--- config.mk ---
export PLATFORM = sky130hd
export DESIGN_NAME = contiguous_cell_allocator_unit
export DESIGN_NICKNAME = d
export VERILOG_FILES = /design/src/hdl/cca_pkg.sv /design/src/hdl/cca_ram.sv /design/src/hdl/cca_ctrl.sv /design/src/hdl/cca_dp.sv /design/src/hdl/contiguous_cell_allocator_unit.sv
export SDC_FILE = /design/constraint.sdc
export NUM_CORES = 2
export LEC_CHECK = 0
export BUFFER_PORTS_ARGS = -buffer_cell sky130_fd_sc_hd__buf_2
export CORE_UTILIZATION = 40
export DETAILED_ROUTE_END_ITERATION = 10
export GPL_ROUTABILITY_DRIVEN = 1
export GPL_TIMING_DRIVEN = 0
export PLACE_DENSITY = 0.59
export SYNTH_ARGS = -nofsm -noshare
export SYNTH_HDL_FRONTEND = slang
export SYNTH_SLANG_ARGS = --single-unit
--- constraint.sdc ---
create_clock -name clk -period 4.47 [get_ports clk]
set_input_delay 0 -clock clk [delete_from_list [all_inputs] [get_ports clk]]
set_output_delay 0 -clock clk [all_outputs]
set_load 0.03 [all_outputs]
--- src/hdl/cca_pkg.sv ---
// Shared types and codes for the contiguous cell allocator.
// Used by the controller, the datapath and the top level; no dependencies.
package cca_pkg;

  localparam logic [1:0] FIT_FIRST = 2'd0;
  localparam logic [1:0] FIT_NEXT  = 2'd1;
  localparam logic [1:0] FIT_BEST  = 2'd2;

  localparam logic CMD_ALLOC   = 1'b0;
  localparam logic CMD_RELEASE = 1'b1;

  typedef enum logic [2:0] {
    ST_CLEAR,
    ST_IDLE,
    ST_DECODE,
    ST_SCAN,
    ST_FILL,
    ST_RESULT
  } state_t;

  typedef struct packed {
    logic load;
    logic scan_init;
    logic scan_run;
    logic fill_init;
    logic fill_run;
    logic clear_run;
    logic finish;
  } dp_cmd_t;

  typedef struct packed {
    logic is_release;
    logic req_ok;
    logic scan_done;
    logic found;
    logic fill_last;
    logic clear_last;
  } dp_status_t;

endpackage

--- src/hdl/cca_ram.sv ---
// Generic simple dual-port RAM: one write port, one read port, registered read data.
// No dependencies.
module cca_ram #(
  parameter int WIDTH = 8,
  parameter int DEPTH = 128
) (
  input  logic                     clk,
  input  logic                     we,
  input  logic [$clog2(DEPTH)-1:0] waddr,
  input  logic [WIDTH-1:0]         wdata,
  input  logic                     re,
  input  logic [$clog2(DEPTH)-1:0] raddr,
  output logic [WIDTH-1:0]         rdata
);

  logic [WIDTH-1:0] mem [DEPTH];

  always_ff @(posedge clk) begin
    if (we) begin
      mem[waddr] <= wdata;
    end
    if (re) begin
      rdata <= mem[raddr];
    end
  end

endmodule

--- src/hdl/cca_ctrl.sv ---
// Controller state machine of the cell allocator: sequences clear, decode, scan, fill and result.
// Depends on cca_pkg for the state type and the command and status structs.
module cca_ctrl
  import cca_pkg::*;
(
  input  logic       clk,
  input  logic       rst,
  input  logic       in_valid,
  output logic       in_stall,
  output logic       out_valid,
  input  logic       out_stall,
  output dp_cmd_t    ctl,
  input  dp_status_t status
);

  state_t state, state_next;

  always_ff @(posedge clk) begin
    if (rst) begin
      state     <= ST_CLEAR;
      out_valid <= 1'b0;
    end else begin
      state <= state_next;
      if (ctl.finish) begin
        out_valid <= 1'b1;
      end else if (out_valid && !out_stall) begin
        out_valid <= 1'b0;
      end
    end
  end

  always_comb begin
    ctl        = '0;
    state_next = state;
    in_stall   = 1'b1;
    unique case (state)
      ST_CLEAR: begin
        ctl.clear_run = 1'b1;
        if (status.clear_last) begin
          state_next = ST_IDLE;
        end
      end
      ST_IDLE: begin
        in_stall = 1'b0;
        if (in_valid) begin
          ctl.load   = 1'b1;
          state_next = ST_DECODE;
        end
      end
      ST_DECODE: begin
        if (status.is_release || status.req_ok) begin
          ctl.scan_init = 1'b1;
          state_next    = ST_SCAN;
        end else begin
          state_next = ST_RESULT;
        end
      end
      ST_SCAN: begin
        if (status.scan_done) begin
          if (!status.is_release && status.found) begin
            ctl.fill_init = 1'b1;
            state_next    = ST_FILL;
          end else begin
            state_next = ST_RESULT;
          end
        end else begin
          ctl.scan_run = 1'b1;
        end
      end
      ST_FILL: begin
        ctl.fill_run = 1'b1;
        if (status.fill_last) begin
          state_next = ST_RESULT;
        end
      end
      ST_RESULT: begin
        if (!out_valid || !out_stall) begin
          ctl.finish = 1'b1;
          state_next = ST_IDLE;
        end
      end
      default: begin
        state_next = ST_CLEAR;
      end
    endcase
  end

  a_accept_decodes: assert property (@(posedge clk) disable iff (rst)
    (in_valid && !in_stall) |=> (state == ST_DECODE))
    else $error("accepted request did not enter decode");

  a_one_command: assert property (@(posedge clk) disable iff (rst)
    $onehot0({ctl.load, ctl.scan_init, ctl.scan_run, ctl.fill_init,
              ctl.fill_run, ctl.clear_run, ctl.finish}))
    else $error("more than one datapath command in a cycle");

  a_result_source: assert property (@(posedge clk) disable iff (rst)
    $rose(out_valid) |-> ($past(state) == ST_RESULT))
    else $error("result appeared outside the result state");

endmodule

--- src/hdl/cca_dp.sv ---
// Datapath of the cell allocator: cell map RAM, scan and fill counters, fit tracking,
// policy and pointer registers and the result register. Depends on cca_pkg and cca_ram.
module cca_dp
  import cca_pkg::*;
#(
  parameter int MAP_CELLS = 128
) (
  input  logic        clk,
  input  logic        rst,
  input  logic        cfg_wr_en,
  input  logic [1:0]  cfg_wr_data,
  input  logic        req_cmd,
  input  logic [7:0]  req_owner,
  input  logic [7:0]  req_size,
  input  dp_cmd_t     ctl,
  output dp_status_t  status,
  output logic        granted,
  output logic [6:0]  base_cell,
  output logic [15:0] alloc_total
);

  localparam int CW = $clog2(MAP_CELLS);
  localparam int PW = $clog2(MAP_CELLS + 1);
  localparam int SW = (PW > 8) ? PW : 8;
  localparam logic [SW-1:0] CELLS_S = SW'(MAP_CELLS);
  localparam logic [PW-1:0] CELLS_P = PW'(MAP_CELLS);
  localparam logic [CW-1:0] LAST_C  = CW'(MAP_CELLS - 1);
  localparam logic [PW-1:0] LAST_P  = PW'(MAP_CELLS - 1);

  logic [1:0]    policy;
  logic          is_rel;
  logic [7:0]    owner;
  logic [PW-1:0] len;
  logic          req_ok;
  logic [PW-1:0] nf_ptr;
  logic [15:0]   count;

  logic [CW-1:0] rd_addr;
  logic [PW-1:0] issued;
  logic          dv;
  logic [CW-1:0] dv_idx;
  logic [PW-1:0] proc_cnt;
  logic [PW-1:0] run, run_next;
  logic          have, have_next;
  logic [PW-1:0] best_len, best_len_next;
  logic [CW-1:0] best_base, best_base_next;
  logic          found, found_next;
  logic          exhausted, exhausted_next;
  logic          tail_pend, tail_pend_next;
  logic [CW-1:0] base, base_next;
  logic [CW-1:0] fill_addr;
  logic [PW-1:0] fill_cnt;
  logic [CW-1:0] clr_addr;

  logic          out_granted;
  logic [CW-1:0] out_base;
  logic [CW+6:0] out_base_w;

  logic          we;
  logic [CW-1:0] waddr;
  logic [7:0]    wdata;
  logic          rd_en;
  logic [7:0]    rdata;

  logic          best_mode;
  logic          active;
  logic          tail;
  logic          cell_free;
  logic [PW-1:0] idx_p;
  logic [PW-1:0] run_eff;
  logic [PW-1:0] run_inc;
  logic [PW-1:0] run_c;
  logic [PW-1:0] close_pos;
  logic          do_close;
  logic [CW-1:0] start_addr;

  cca_ram #(
    .WIDTH (8),
    .DEPTH (MAP_CELLS)
  ) u_map (
    .clk   (clk),
    .we    (we),
    .waddr (waddr),
    .wdata (wdata),
    .re    (rd_en),
    .raddr (rd_addr),
    .rdata (rdata)
  );

  assign best_mode = !is_rel && (policy == FIT_BEST);
  assign active    = ctl.scan_run && dv && !found && !exhausted && !tail_pend;
  assign tail      = ctl.scan_run && tail_pend && !found && !exhausted;
  assign cell_free = (rdata == 8'd0);
  assign idx_p     = PW'(dv_idx);
  assign run_eff   = (dv_idx == '0) ? '0 : run;
  assign run_inc   = run_eff + PW'(1);
  assign rd_en     = ctl.scan_run && (issued != CELLS_P);

  // Next fit resumes at the pointer; a pointer at the end of the map means cell 0.
  always_comb begin
    if (!is_rel && (policy == FIT_NEXT) && (nf_ptr != CELLS_P)) begin
      start_addr = nf_ptr[CW-1:0];
    end else begin
      start_addr = '0;
    end
  end

  // One map cell is examined per cycle; best fit closes a hole at each used cell
  // and once more at the end of the map.
  always_comb begin
    run_next       = run;
    have_next      = have;
    best_len_next  = best_len;
    best_base_next = best_base;
    found_next     = found;
    exhausted_next = exhausted;
    tail_pend_next = tail_pend;
    base_next      = base;
    do_close       = 1'b0;
    run_c          = tail ? run : run_eff;
    close_pos      = tail ? CELLS_P : idx_p;

    if (active) begin
      if (best_mode) begin
        if (cell_free) begin
          run_next = run_inc;
        end else begin
          do_close = 1'b1;
        end
      end else if (!is_rel) begin
        if (cell_free) begin
          run_next = run_inc;
          if (run_inc == len) begin
            found_next = 1'b1;
            base_next  = CW'(idx_p + PW'(1) - len);
          end
        end else begin
          run_next = '0;
        end
      end
      if (proc_cnt == LAST_P) begin
        if (best_mode) begin
          tail_pend_next = 1'b1;
        end else begin
          exhausted_next = 1'b1;
        end
      end
    end

    if (tail) begin
      do_close       = 1'b1;
      tail_pend_next = 1'b0;
      exhausted_next = 1'b1;
    end

    if (do_close) begin
      run_next = '0;
      if (run_c == len) begin
        found_next = 1'b1;
        base_next  = CW'(close_pos - len);
      end else if ((run_c > len) && (!have || (run_c < best_len))) begin
        have_next      = 1'b1;
        best_len_next  = run_c;
        best_base_next = CW'(close_pos - run_c);
      end
    end

    if (tail && !found_next && have_next) begin
      found_next = 1'b1;
      base_next  = best_base_next;
    end
  end

  // Write port: reset clearing pass, run fill, or freeing a released owner's cell.
  always_comb begin
    we    = 1'b0;
    waddr = clr_addr;
    wdata = 8'd0;
    if (ctl.clear_run) begin
      we = 1'b1;
    end else if (ctl.fill_run) begin
      we    = 1'b1;
      waddr = fill_addr;
      wdata = owner;
    end else if (active && is_rel && (rdata == owner)) begin
      we    = 1'b1;
      waddr = dv_idx;
    end
  end

  always_ff @(posedge clk) begin
    if (rst) begin
      policy    <= FIT_FIRST;
      nf_ptr    <= '0;
      count     <= '0;
      clr_addr  <= '0;
      dv        <= 1'b0;
      found     <= 1'b0;
      exhausted <= 1'b0;
      tail_pend <= 1'b0;
    end else begin
      if (cfg_wr_en) begin
        policy <= cfg_wr_data;
      end
      if (ctl.clear_run) begin
        clr_addr <= (clr_addr == LAST_C) ? '0 : clr_addr + CW'(1);
      end

      if (ctl.load) begin
        is_rel    <= (req_cmd == CMD_RELEASE);
        owner     <= req_owner;
        len       <= PW'(req_size);
        req_ok    <= (req_size != 8'd0) && (SW'(req_size) <= CELLS_S) && (req_owner != 8'd0);
        found     <= 1'b0;
        exhausted <= 1'b0;
        tail_pend <= 1'b0;
      end else if (ctl.scan_init) begin
        rd_addr   <= start_addr;
        issued    <= '0;
        dv        <= 1'b0;
        proc_cnt  <= '0;
        run       <= '0;
        have      <= 1'b0;
        found     <= 1'b0;
        exhausted <= 1'b0;
        tail_pend <= 1'b0;
      end else begin
        dv     <= rd_en;
        dv_idx <= rd_addr;
        if (rd_en) begin
          rd_addr <= (rd_addr == LAST_C) ? '0 : rd_addr + CW'(1);
          issued  <= issued + PW'(1);
        end
        if (active) begin
          proc_cnt <= proc_cnt + PW'(1);
        end
        run       <= run_next;
        have      <= have_next;
        best_len  <= best_len_next;
        best_base <= best_base_next;
        found     <= found_next;
        exhausted <= exhausted_next;
        tail_pend <= tail_pend_next;
        base      <= base_next;
      end

      if (ctl.fill_init) begin
        fill_addr <= base;
        fill_cnt  <= '0;
      end else if (ctl.fill_run) begin
        fill_addr <= fill_addr + CW'(1);
        fill_cnt  <= fill_cnt + PW'(1);
      end

      if (ctl.finish) begin
        if (is_rel) begin
          out_granted <= 1'b1;
          out_base    <= '0;
          alloc_total <= count;
        end else if (found) begin
          out_granted <= 1'b1;
          out_base    <= base;
          alloc_total <= count + 16'd1;
          count       <= count + 16'd1;
          if (policy == FIT_NEXT) begin
            nf_ptr <= PW'(base) + len;
          end
        end else begin
          out_granted <= 1'b0;
          out_base    <= '0;
          alloc_total <= count;
          if (policy == FIT_NEXT) begin
            nf_ptr <= '0;
          end
        end
      end
    end
  end

  assign out_base_w = {7'd0, out_base};
  assign granted    = out_granted;
  assign base_cell  = out_base_w[6:0];

  assign status.is_release = is_rel;
  assign status.req_ok     = req_ok;
  assign status.scan_done  = found || exhausted;
  assign status.found      = found;
  assign status.fill_last  = (fill_cnt == len - PW'(1));
  assign status.clear_last = (clr_addr == LAST_C);

  a_fill_needs_fit: assert property (@(posedge clk) disable iff (rst)
    ctl.fill_run |-> (found && !is_rel))
    else $error("fill running without a placed run");

  a_tail_after_data: assert property (@(posedge clk) disable iff (rst)
    (ctl.scan_run && tail_pend) |-> !dv)
    else $error("best fit end-of-map close overlaps cell data");

endmodule

--- src/hdl/contiguous_cell_allocator_unit.sv ---
// Top level of the contiguous cell allocator: a controller and a datapath.
// Depends on cca_pkg, cca_ctrl, cca_dp (and through it cca_ram).
//
// Usage: requests arrive on the input channel (in_valid, in_stall) with cmd, owner_id and
// req_size. An allocate request (cmd 0) looks for a run of req_size free cells under the
// placement rule held in the fit policy register, written through cfg_wr_en/cfg_wr_data
// while the block is idle (0 first fit, 1 next fit, 2 best fit, 3 acts as first fit).
// A release request (cmd 1) frees every cell that holds owner_id. Each request gives one
// result on the output channel (out_valid, out_stall): granted, base_cell, alloc_total.
//
// Sequencing: one request at a time. The map is read one cell per cycle during a scan,
// and a granted run is then written one cell per cycle before the result step. A refused
// request (bad size or owner zero) goes from decode straight to the result step, and
// in_stall drops in the same cycle that out_valid rises.
//
// Reset: rst is synchronous. After it the block clears the map, one cell per cycle, with
// in_stall high; configuration writes are taken meanwhile.
// Stalls: the result sits in an output register, so the next request is taken while it
// waits. A finished request holds in its result step until the output register is free.
module contiguous_cell_allocator_unit
  import cca_pkg::*;
#(
  parameter int MAP_CELLS = 128
) (
  input  logic        clk,
  input  logic        rst,
  input  logic        cfg_wr_en,
  input  logic [1:0]  cfg_wr_data,
  input  logic        in_valid,
  output logic        in_stall,
  input  logic        cmd,
  input  logic [7:0]  owner_id,
  input  logic [7:0]  req_size,
  output logic        out_valid,
  input  logic        out_stall,
  output logic        granted,
  output logic [6:0]  base_cell,
  output logic [15:0] alloc_total
);

  // Commands from the controller and status back from the datapath.
  dp_cmd_t    ctl;
  dp_status_t status;

  cca_ctrl u_ctrl (
    .clk       (clk),
    .rst       (rst),
    .in_valid  (in_valid),
    .in_stall  (in_stall),
    .out_valid (out_valid),
    .out_stall (out_stall),
    .ctl       (ctl),
    .status    (status)
  );

  // The datapath latches the request when the controller accepts it, so the
  // payload ports are only sampled in that cycle.
  cca_dp #(
    .MAP_CELLS (MAP_CELLS)
  ) u_dp (
    .clk         (clk),
    .rst         (rst),
    .cfg_wr_en   (cfg_wr_en),
    .cfg_wr_data (cfg_wr_data),
    .req_cmd     (cmd),
    .req_owner   (owner_id),
    .req_size    (req_size),
    .ctl         (ctl),
    .status      (status),
    .granted     (granted),
    .base_cell   (base_cell),
    .alloc_total (alloc_total)
  );

  // A refused allocation always reports cell zero.
  a_refused_base_zero: assert property (@(posedge clk) disable iff (rst)
    (out_valid && !granted) |-> (base_cell == 7'd0))
    else $error("refused request reported a nonzero base cell");

endmodule
==> summary.md <==
| Metric | Value |
|---|---|
| Hold Crit Depth | 2 |
| Kind of end point of the critical path | flip-flop |
| Mapped Nets | roughly 2600 |
| RSZ-0062 raised after global routing | yes |
| PortBufs | between 40 and 50 |
| GR Layer Usage met2 | between 30 and 40% |
| Maximum buffer depth of the clock tree | 3 |
| 1st-iter DRT viols | 2406 |
| Yosys reg bits | between 1000 and 1500 |
| Max Cap Viol | 0 |
| Slew headroom | 16.91% |
| CTS buffer count | 116 |
| Fin nets | 2826 |
| Io pins | 50 |
| Sequential share of power | 55.1% |
| Clock network power share | roughly 44% |
| Placer congestion estimate | 0.9054 |
| Post-synth EDFFs | ~1200 |
| Synth Area per Inst | 19.42 sq um |
| Core area | between 0.1 and 0.15 sq mm |
| DRT Pass-1 Iters | 5 |
| Final setup TNS | 0 ns |
| Root Driver | clkbuf_16 |
| Met3 Use GR | under 10% |
| Warnings from Yosys | 0 |
| Sw power | 0.004497 W |
| Synth async-reset ratio | 0% |
| DR DRC count | 0 |
| Die ar. | 0.1239 sq mm |
| Site Rows | 128 |
| Period Utilization, post-route | 99.96% |
| Worst slew pin tran | around 1.2 ns |
| Crit Path Class | reg2reg |
| Area growth syn-to-layout | 14.25% |
| Detailed Route WL | around 120000 microns |
| Die X | 352.0 microns |
| Maximum clock frequency | 0.2238 GHz |
| Crit path time final | around 4.5 ns |
| Met1 Usage GRT | 26.29% |
| R2R cell count | 10 |
| Combinational fraction of design power | 1.5% |
| Worst-path clk slew | 0.06 ns |
| CTS tree | built |
| Fin. Hold Viols | 0 |
| WP data required | 4.84 ns |
| Antenna violations before repair | 3 |
| Post-synthesis sequential area ratio | ~72% |
| Cell variety after synth | 69 |
| Num Clock Sinks | 1190 |
| Hpwl dp | 83630 microns |
| GRT Resource Usage Total | between 10% and 20% |
| Routed via count | 25180 |
| Busiest grt layer | met2 |
| Startpoint Class | flip-flop |
| Share of layout cells above drive strength 1 | 25.64% |
| Syn Std Cell Area | 0.04900 sq mm |
| Worst vdd ir | 0.0003258 V |
| Static Leak | ~17 nW |
| Routed length per instance | 27.34 microns |
| Sw frac | 20.41% |
| Finished Cell Area | 0.05598 sq mm |
| DP Area | 0.05158 sq mm |
| Worst endpoint data arrival time | 4.84 ns |
| Total congestion overflow | 0 |
| Power Internal | 0.01753 W |
| Number of global-route vias before repair | 25660 |
| H-tree levels | 3 |
| Largest net degree at the start of global routing | 85 |
| Power density over the cells | approximately 390 mW/mm^2 |
| Skew final | 0.02932 ns |
| Ant. Diodes | 0 |
| Clk Latency, worst-skew pair | 0.74 ns |
| Worst Hold Class | in2reg |
| Max-slew violations | 0 |
| # fillers | 10250 |
| Main synth FF type | edfxtp_1 |
| # setup viols final | 0 |
| Post-Syn Instances | roughly 2500 |
| Crit Path Max Fanout | 10 |
| Vias per inst | 5.640 |
| Post-DRT Antenna Nets | 0 |
| Initial Utilization | 40.26% |
| First-pass GRT wire length | between 150000 and 200000 microns |
| Status | completed |
| Die H | 352.0 microns |
[Yosys cell counts, drive strengths merged, types with 3 or more instances]
library cell	number	share of area, %
edfxtp	1150	70
mux4	336	15
nor2	214	1.6
nand2	80	0.61
clkbuf	67	0.52
xnor2	58	1.0
ha	55	1.4
xor2	49	0.88
a21oi	47	0.50
nand3	46	0.47
buf	44	0.46
inv	44	0.34
o21ai	41	0.44
dfxtp	40	1.6
and2	28	0.36
and3	22	0.28
mux2	21	0.48
a21o	18	0.28
nor3	18	0.19
nand4	13	0.17
or3	13	0.17
nand2b	12	0.23
mux2i	11	0.22
nor2b	11	0.14
nor4	8	0.11
o22a	7	0.13
or2	6	0.077
nand3b	5	0.10
o21a	5	0.077
o31ai	5	0.077
or4	5	0.077
fa	4	0.16
nor3b	4	0.061
o21bai	4	0.061
or3b	4	0.072
a221oi	3	0.054
a31oi	3	0.038
[per-stage QoR]
stage	instances	hold slack (ns)	power [W]	util, %	worst slack, ns
6_report	4464	0.05021	0.02203	45.99	0.001780
5_1_grt	4464	0.03296	0.02261	45.99	-0.1430
4_1_cts	4464	0.005434	0.02218	45.87	0.002934
3_5_place_dp	4207	0.1798	0.01264	42.38	-0.3968
3_3_place_gp	4197	0.1795	0.01263	42.13	-1.153
2_1_floorplan	2523	0.09887	0.01250	-	0.7744
[sequential cells by signal, indices dropped and copies added (netlist names), 8 cells and up]
register          flops
u_dp.len              8
u_dp.best_len         8
u_dp.issued           8
u_dp.u_map.rdata      8
u_dp.u_map.mem     1024
u_dp.alloc_total     16
u_dp.count           16
u_dp.owner            8
u_dp.proc_cnt         8
u_dp.run              8
u_dp.fill_cnt         8
[per-layer routing]
metal	share of wire, %	up-vias
li1	-	10670
met2	50	877
met1	41	13450
met5	0	-
met4	2.6	0
met3	6.4	184
[final timing paths]
kind | slack [ns] | end | from
hold reg to reg | 0.46 | u_dp.dv_idx[5] | u_dp.rd_addr[5]
hold / removal | 0.05 | u_dp.len[0] | req_size[0]
setup reg to reg | 0.002 | u_dp.u_map.mem[34][1] | u_dp.is_rel
setup / recovery | 0.002 | u_dp.u_map.mem[34][1] | u_dp.is_rel
[critical path: stages (launching register included)]
cell and delay (ns):
edfxtp_1 0.33, clkbuf_1 0.51, nand2_1 0.12, or4_1 0.52, buf_4 0.19, a21oi_4 0.24
o21ai_2 0.23, nand3b_1 0.33, nand2b_1 0.41, clkbuf_2 0.60, nor2_2 0.62
[cell usage in the layout, fill, tap and decap left out, types with 16 or more instances in the layout]
cell type         n
mux2_2           21
nor2_1          145
nand3_1          46
ha_1             55
inv_1            44
clkbuf_1         80
a21oi_1          46
edfxtp_1       1150
dlygate4sd3_1    41
and2_1           28
nor2_2           56
dfxtp_1          40
clkbuf_16       116
nor3_1           16
a21o_1           18
mux4_2          336
xnor2_1          58
buf_2            72
o21ai_0          36
xor2_1           49
nand2_1          80
clkinv_1         22
clkinv_2         23
[kinds of logic after synthesis]
logic type	after synthesis	share of synthesized area [%]
DFF	1190	72.11
and+or+nand+nor	493	4.859
muxes	368	16.15
buffers and inverters	155	1.315
AOI/OAI and AO/OA	149	1.997
xor gates and xnor gates	109	2.004
adders and majority gates	59	1.568
[area by class of cell]
type	count	area (sq um)	share of cell area, %
Tap cell	1625	2033	3.632
Sequential cell	1190	35330	63.12
Clock buffer	142	3000	5.360
Multi-Input combinational cell	1178	13320	23.79
Inverter	44	165.2	0.2950
Clock inverter	72	701.9	1.254
Timing Repair Buffer	102	925.9	1.654
Buffer	111	501.7	0.8962
[what timing repair did]
item                                   CTS  global route
gates resized for setup                 51            55
pin swaps                                4             1
buffers inserted                         2             0
setup endpoints to repair              630           644
hold buffers                            41             0
cloned                                   0             0
endpoints found under the hold margin   59             0
[power groups by stage]
stage / clock network (W) / registers [W] / logic, W
after CTS: 0.00974 / 0.0121 / 0.000311
after detailed placement: 0 / 0.0124 / 0.000271
after global routing: 0.0101 / 0.0121 / 0.000338
after global placement: 0 / 0.0124 / 0.000270
final: 0.00958 / 0.0121 / 0.000320
after floorplan: 0 / 0.0124 / 0.000152
Note: power is estimated with default switching activity, not from simulation.
